==> src/sv/hws_pkg.sv <==
// ----------------------------------------------------------------------------
// hws_pkg
// Shared constants and types for the homogeneous window smoothing block.
// ----------------------------------------------------------------------------
`default_nettype none
package hws_pkg;

  localparam int MAX_WIDTH    = 2048;
  localparam int MAX_HEIGHT   = 4096;
  localparam int WIN          = 5;
  localparam int SUB          = 3;
  localparam int NSUB         = SUB * SUB;
  localparam int LINES        = WIN - 1;
  localparam int PIX_W        = 8;
  localparam int COL_W        = 11;
  localparam int ROW_W        = 12;
  localparam int WREG_W       = 12;
  localparam int HREG_W       = 13;
  localparam int CFG_IDX_W    = 1;
  localparam int CFG_DATA_W   = 13;
  localparam int SCORE_W      = 12;
  localparam int PROD_W       = 24;
  localparam int RECIP        = 3641;   // ceil(2^15 / 9)
  localparam int RECIP_SHIFT  = 15;

  localparam logic [CFG_IDX_W-1:0] REG_IMAGE_WIDTH  = 1'd0;
  localparam logic [CFG_IDX_W-1:0] REG_IMAGE_HEIGHT = 1'd1;

  typedef logic [WIN-1:0][WIN-1:0][PIX_W-1:0] win_t;

  // request entering the line stores
  typedef struct packed {
    logic             valid;
    logic             emit;
    logic [1:0]       line;
    logic [PIX_W-1:0] px;
    logic [COL_W-1:0] col;
    logic [ROW_W-1:0] row;
    logic             last;
  } in_meta_t;

  // result bookkeeping alongside the select pipeline
  typedef struct packed {
    logic             emit;
    logic [COL_W-1:0] col;
    logic [ROW_W-1:0] row;
    logic             last;
  } res_meta_t;

endpackage
`default_nettype wire

==> src/sv/hws_select.sv <==
// ----------------------------------------------------------------------------
// hws_select
// Scores the nine 3x3 sub-windows, picks the flattest, returns its mean.
// ----------------------------------------------------------------------------
`default_nettype none
module hws_select import hws_pkg::*; (
  input  wire logic             clk,
  input  wire logic             adv,
  input  wire win_t             win,
  output logic      [PIX_W-1:0] mean
);

  logic [SCORE_W-1:0] score_nxt [NSUB];
  logic [SCORE_W-1:0] sum_nxt   [NSUB];
  logic [SCORE_W-1:0] score_r   [NSUB];
  logic [SCORE_W-1:0] sum_r     [NSUB];
  logic [SCORE_W-1:0] best_nxt;
  logic [SCORE_W-1:0] best_r;
  logic [PROD_W-1:0]  prod;

  always_comb begin
    logic [PIX_W-1:0]   ctr;
    logic [PIX_W-1:0]   dif [WIN][WIN];
    logic [SCORE_W-1:0] sc;
    logic [SCORE_W-1:0] sm;
    ctr = win[2][2];
    for (int r = 0; r < WIN; r++) begin
      for (int c = 0; c < WIN; c++) begin
        dif[r][c] = (win[r][c] > ctr) ? win[r][c] - ctr : ctr - win[r][c];
      end
    end
    for (int i = 0; i < SUB; i++) begin
      for (int j = 0; j < SUB; j++) begin
        sc = '0;
        sm = '0;
        for (int a = 0; a < SUB; a++) begin
          for (int b = 0; b < SUB; b++) begin
            sc = sc + SCORE_W'(dif[i+a][j+b]);
            sm = sm + SCORE_W'(win[i+a][j+b]);
          end
        end
        score_nxt[i*SUB+j] = sc;
        sum_nxt[i*SUB+j]   = sm;
      end
    end
  end

  // strict less-than keeps the first sub-window on a tie
  always_comb begin
    logic [SCORE_W-1:0] bs;
    bs       = score_r[0];
    best_nxt = sum_r[0];
    for (int k = 1; k < NSUB; k++) begin
      if (score_r[k] < bs) begin
        bs       = score_r[k];
        best_nxt = sum_r[k];
      end
    end
  end

  always_ff @(posedge clk) begin
    if (adv) begin
      score_r <= score_nxt;
      sum_r   <= sum_nxt;
      best_r  <= best_nxt;
    end
  end

  // divide by nine through a reciprocal; exact for sums below 2300
  assign prod = PROD_W'(best_r + SCORE_W'(4)) * PROD_W'(RECIP);
  assign mean = prod[RECIP_SHIFT +: PIX_W];

endmodule
`default_nettype wire

==> config.mk <==
export PLATFORM = sky130hd
export DESIGN_NAME = hws_select
export DESIGN_NICKNAME = d
export VERILOG_FILES = /design/src/sv/hws_pkg.sv /design/src/sv/hws_select.sv
export SDC_FILE = /design/constraint.sdc
export NUM_CORES = 2
export LEC_CHECK = 0
export ABC_AREA = 1
export BUFFER_PORTS_ARGS = -buffer_cell sky130_fd_sc_hd__buf_2
export CAP_MARGIN = 10
export CORE_UTILIZATION = 42
export CTS_BUF_LIST = sky130_fd_sc_hd__clkbuf_8 sky130_fd_sc_hd__clkbuf_16
export DETAILED_ROUTE_END_ITERATION = 8
export GPL_ROUTABILITY_DRIVEN = 0
export SLEW_MARGIN = 5
export SYNTH_ARGS = -nofsm -noshare
export SYNTH_HDL_FRONTEND = slang
export SYNTH_SLANG_ARGS = --single-unit
==> constraint.sdc <==
create_clock -name clk -period 13.5 [get_ports clk]
set_input_delay 0 -clock clk [delete_from_list [all_inputs] [get_ports clk]]
set_output_delay 0 -clock clk [all_outputs]
set_load 0.02 [all_outputs]
# After elaboration in Yosys (flattened, before gate mapping)
# Cells that the tools add are included.
# Widths: inputs -> output; s select.
# classes
addsub	194
mul	1
n_lt_le_gt_ge	32
muxes	39
# ops
op	n
$add 12x8->12	72
$sub 8x8->8	49
$add 11x8->12	18
$add 10x8->11	18
$gt 8x8->1	24
$mux 8	24
$add 9x8->10	18
$mux 12	15
$add 8x8->9	18
$lt 12x12->1	8
$mul 13x12->23 const B	1
$add 12x3->13 const B	1
# totals
register_bits	228
in_bits	202
output_inout_bits	8
elab_cells	285

# Logic depth before layout (Yosys ltp)
# logic_depth
depth_word	16
depth_mapped	94

# Worst setup path before layout
# OpenSTA, ideal clock, no wires.
# synth_path
path_kind	flip-flop to flip-flop
startpoint	reg score_r[102] (netlist name)
endpoint	reg best_r[4], data pin
t_arrival_ps	12502
required_ps	13248
setup_slack_ps	746
path_stages_with_launch	69
cell_sequence	edfxtp_1 > inv_1 > ha_1 > nand2_1 > inv_2 > nand2_1 > nand2_1 > a21oi_4 > nand2_8 > buf_4 > nand2_1 > o21ai_0 > ha_1 > a21oi_1 > nor2_1 > a211oi_1 > nand3_2 > buf_6 > (+33 left out) > inv_1 > nand3_1 > a31oi_1 > a2111oi_0 > nand2_4 > buf_2 > buf_2 > nand2_1 > o21ai_1 > ha_1 > a21oi_1 > nor2_1 > a211oi_1 > o221a_2 > nand2_4 > buf_12 > nand2_2 > nand2_2
# synth_between
elab_chain_len	16
elab_cells_between_ends	23
cone_classes	order compare (8); mux (15)
# synth_lines
element	line_no	source
start: declaration	hws_select.sv:15	logic [SCORE_W-1:0] score_r [NSUB];
start signal: assignment	hws_select.sv:63	score_r <= score_nxt;
$lt 12x12->1	hws_select.sv:54	if (score_r[k] < bs) begin
$mux 12	hws_select.sv:54	
$lt 12x12->1	hws_select.sv:54	
$mux 12	hws_select.sv:54	
$lt 12x12->1	hws_select.sv:54	
$mux 12	hws_select.sv:54	
$lt 12x12->1	hws_select.sv:54	
$mux 12	hws_select.sv:54	
$lt 12x12->1	hws_select.sv:54	
$mux 12	hws_select.sv:54	
$lt 12x12->1	hws_select.sv:54	
$mux 12	hws_select.sv:54	
$lt 12x12->1	hws_select.sv:54	
$mux 12	hws_select.sv:54	
$lt 12x12->1	hws_select.sv:54	
$mux 12 (*)	hws_select.sv:54	
via best_nxt[4]	hws_select.sv:17	logic [SCORE_W-1:0] best_nxt;
end signal: assignment	hws_select.sv:65	best_r <= best_nxt;
end: declaration	hws_select.sv:18	logic [SCORE_W-1:0] best_r;
# The timed path passes the listed nets; every way through them passes the cells marked *.
# A chain may end at the register's enable or synchronous reset.

# Final worst setup path
# layout_path
startpoint	reg score_r[95] (netlist name)
endpoint	reg best_r[10], data pin
# Same word-level chain as after synthesis.

==> metrics.log <==
[metrics] CP max stage delay: 390 ps
[metrics] clock tree from TritonCTS: done
[metrics] max-slew violation count: 0
[metrics] post-synthesis area per instance: 9.272 µm²
[metrics] buffer depth of the longest clock path: 3
[metrics] arrival time at the worst endpoint: 12760 ps
[metrics] leading cell types in the layout, fill and taps excluded: 1485 x sky130_fd_sc_hd__inv_1, 840 x sky130_fd_sc_hd__fa_1, 773 x sky130_fd_sc_hd__ha_1
[metrics] actual slew at the worst max-slew pin: 996.8 ps
[metrics] endpoints failing setup: 0
[metrics] area added between synthesis and finish: 7.569%
[metrics] met3 GRT Util: 0.05369
[metrics] cell with the largest stage delay on the worst path: sky130_fd_sc_hd__edfxtp_1
[metrics] number of cells produced by synthesis: 5639
[metrics] buffers added on ports: 209
[metrics] achievable clock frequency: 80.66 MHz
[metrics] count of boundary I/O pins: 210
[metrics] Cell Area, Synth: 52290 µm²
[metrics] Synth Net Count: 7454
[metrics] routed len/inst: 23.84 µm
[metrics] Final Worst Setup Slack: 1102 ps
[metrics] final-layout fill cell count: 12145
[metrics] number of clock sinks seen by CTS: 228
[metrics] Post-synth top flop: sky130_fd_sc_hd__edfxtp_1
[metrics] highest-utilization routing layer at the global route stage: met2
[metrics] area of the multi-input gates: 39520 µm²
[metrics] Most Frequent Cell on Critical Path: sky130_fd_sc_hd__nand2_1
[metrics] fraction of final layout cells with drive strength greater than 1: 0.07300
[metrics] unique cell type count in the Yosys netlist: 61
[metrics] CP Max Fanout: 24
[metrics] total via count after detailed routing: 39763
[metrics] CTS Buf Count: 28
[metrics] DRC marker count from the first detailed-route iteration: 3615
[metrics] Setup Slack @ Placement: -696.1 ps
[metrics] Reg clk slew, reported paths: 60 ps
[metrics] fraction of synthesized cell area taken by the top area cell type: 0.3216
[metrics] met1 track demand over resource in global routing: 0.3662
[metrics] capturing element of the worst setup path: best_r[10]
[metrics] cell type contributing the most total cell area after synthesis: sky130_fd_sc_hd__fa_1
[metrics] overall die width: 354.8 µm
[metrics] Net count, final: 7672
[metrics] vertical die dimension: 354.8 µm
[metrics] root buf cell: sky130_fd_sc_hd__clkbuf_16
[metrics] effective utilization at floorplan: 0.4229
[metrics] maximum capacitance violations: 0
[metrics] number of antenna violations at the first check in global routing: 15
[metrics] count of endpoints failing hold in the final timing report: 0
[metrics] met2 Track Usage GR: 0.4726
[metrics] Sequential cell area: 6847 µm²
[metrics] vias per cell: 5.286
[metrics] die area: 125900 µm²
[metrics] gr usage total: 0.2866
[metrics] remaining antenna violation count after routing: 0
[metrics] Setup Crit Path Kind: flop to flop
[metrics] pin count of the biggest net entering global routing: 90
[metrics] status: finished clean
[metrics] Worst R2R Setup Slack: 1100 ps
[metrics] number of warnings issued by yosys: 0
[metrics] Cell Area, Placed: 55180 µm²
[metrics] residual overflow from global routing: 0
[metrics] post-synthesis register bit count: 228
[metrics] Total Neg Setup Slack: 0 ps
[metrics] post-layout minimum cycle time: 12400 ps
[metrics] leading post-synthesis cells by cell area: sky130_fd_sc_hd__fa_1 32%, sky130_fd_sc_hd__ha_1 18%, sky130_fd_sc_hd__edfxtp_1 13%
[metrics] worst-case clock skew: 65.80 ps
[metrics] most common library cell in the layout ignoring fill and taps: sky130_fd_sc_hd__inv_1
[metrics] Remaining DRCs: 0
[metrics] endpoint class of the critical path: flop
[metrics] number of synthesized flops with an enable pin: 228
[metrics] H-tree Lvls: 1
[metrics] Worst setup SP type: flop
[metrics] Rel. slew slack: 0.3284
[metrics] sequential cell area fraction in the yosys report: 0.1309
[metrics] later-pin clock latency in the skew report: 620 ps
[metrics] core area: 123600 µm²
[metrics] RR Endpoint: best_r[10]
[metrics] post-route clock period utilization: 0.9183
[metrics] worst reg2reg path depth: 72
[metrics] FP Rows: 129
[metrics] final std cell area, no fill: 56240 µm²
[metrics] number of global-route vias before repair: 40674
[metrics] worst hold-check path type: input pin to flop
[metrics] HPWL Detailed: 156.1 mm
[metrics] critical register-to-register path startpoint: score_r[95]
[metrics] setup repair after global routing missed its margin: no
[metrics] total routed wirelength: 179.3 mm
[metrics] Detailed Routing Iterations Pass 1: 6
[metrics] global-route wire length before repair: 261.4 mm
[metrics] Synth async-reset ratio: 0
[metrics] crit path from: score_r[95]
[metrics] worst endpoint required time: 13870 ps
==> registers in the layout (all words and copies together), names as in the netlist <==
signal / cells
sum_r: 108
best_r: 12
score_r: 108
==> stage by stage <==
step,instances,hold slack [ps],utilization
2_1_floorplan,5639,112.5,-
3_3_place_gp,7455,537.4,0.4463
3_5_place_dp,7455,541.3,0.4463
4_1_cts,7508,14.84,0.4540
5_1_grt,7514,35.79,0.4548
6_report,7522,36.73,0.4549
==> worst min-delay path by stage <==
| stage | from | end | slack, ps | cells past startpoint |
|---|---|---|---|---|
| after detailed placement | sum_r[1] | best_r[1] | 540 | 2 |
| after floorplan | adv | best_r[0] | 110 | 0 |
| after global routing | win[184] | sum_r[0] | 40 | 3 |
| after CTS | win[184] | sum_r[12] | 10 | 3 |
| after global placement | sum_r[2] | best_r[2] | 540 | 2 |
| final | win[160] | sum_r[24] | 40 | 3 |
==> layer usage <==
layer / part of all wire / wire, µm
met3: 0.092 / 16440
met5: 0.00036 / 64
met4: 0.054 / 9597
met1: 0.39 / 70280
met2: 0.46 / 82940
==> cells in the mapped netlist, types with 4 or more instances <==
master / instances
sky130_fd_sc_hd__a31o_2: 12
sky130_fd_sc_hd__a221o_1: 8
sky130_fd_sc_hd__o221ai_1: 17
sky130_fd_sc_hd__o211ai_1: 25
sky130_fd_sc_hd__ha_1: 773
sky130_fd_sc_hd__a21o_1: 19
sky130_fd_sc_hd__mux2i_1: 49
sky130_fd_sc_hd__mux2_2: 25
sky130_fd_sc_hd__inv_1: 1483
sky130_fd_sc_hd__fa_1: 840
sky130_fd_sc_hd__o22ai_1: 18
sky130_fd_sc_hd__o21ai_0: 260
sky130_fd_sc_hd__nand3b_1: 7
sky130_fd_sc_hd__buf_6: 5
sky130_fd_sc_hd__nand2_1: 592
sky130_fd_sc_hd__clkbuf_1: 29
sky130_fd_sc_hd__a21boi_0: 20
sky130_fd_sc_hd__a211oi_1: 36
sky130_fd_sc_hd__nand3_2: 11
sky130_fd_sc_hd__nor2_1: 155
sky130_fd_sc_hd__xnor2_1: 72
sky130_fd_sc_hd__o21bai_1: 24
sky130_fd_sc_hd__edfxtp_1: 228
sky130_fd_sc_hd__or4_1: 4
sky130_fd_sc_hd__nand2_2: 40
sky130_fd_sc_hd__nand2_4: 21
sky130_fd_sc_hd__a221oi_1: 24
sky130_fd_sc_hd__o31ai_1: 4
sky130_fd_sc_hd__or2_2: 12
sky130_fd_sc_hd__xor2_1: 217
sky130_fd_sc_hd__a21oi_1: 352
sky130_fd_sc_hd__buf_2: 4
sky130_fd_sc_hd__nor3_1: 13
sky130_fd_sc_hd__a31oi_1: 17
sky130_fd_sc_hd__o21ai_1: 11
sky130_fd_sc_hd__clkbuf_8: 11
sky130_fd_sc_hd__nand3_1: 103
sky130_fd_sc_hd__nand4_1: 59
==> critical path, delay by kind of cell, from the launching register on <==
family                     cells  cell delay (ps)
DFF                            1              390
AOI/OAI and AO/OA             12             2370
adders and majority gates      8             2690
buffers and inverters          7              820
and+or+nand+nor               45             5890
==> cell families (layout without fill, tap and decap cells) <==
logic type               count (synthesis)  after routing  share of synthesized area
buffers and inverters                 1546           1781                     0.1151
other                                    0              8                          0
adder cells (fa/ha/maj)               1613           1613                     0.5066
AND/OR/NAND/NOR                       1028           1031                    0.08866
multiplexers                            74             74                    0.01476
AO/OA/AOI/OAI                          861            861                    0.09550
XOR/XNOR                               289            289                    0.04841
flip-flops                             228            228                     0.1309
==> cell type report <==
| class | count | area share |
|---|---|---|
| sequential | 228 | 0.1217 |
| clock inverter | 22 | 0.003582 |
| antenna | 8 | 0.0003559 |
| clock buffer | 28 | 0.01246 |
| inverter | 1486 | 0.09917 |
| timing repair buffer | 245 | 0.02371 |
| tap | 1637 | 0.03642 |
| multi-input combinational | 3868 | 0.7026 |
==> repair_timing <==
action	4_1_cts	5_1_grt
endpoints found under the setup margin	12	12
cloned	1	2
resized for setup	6	11
setup buffers	0	4
hold buffers	2	0
pin swaps	1	5
endpoints found under the hold margin	40	0
Power is not shown: default switching activity piles up to over one toggle a cycle in this logic, so the estimate is an artifact.
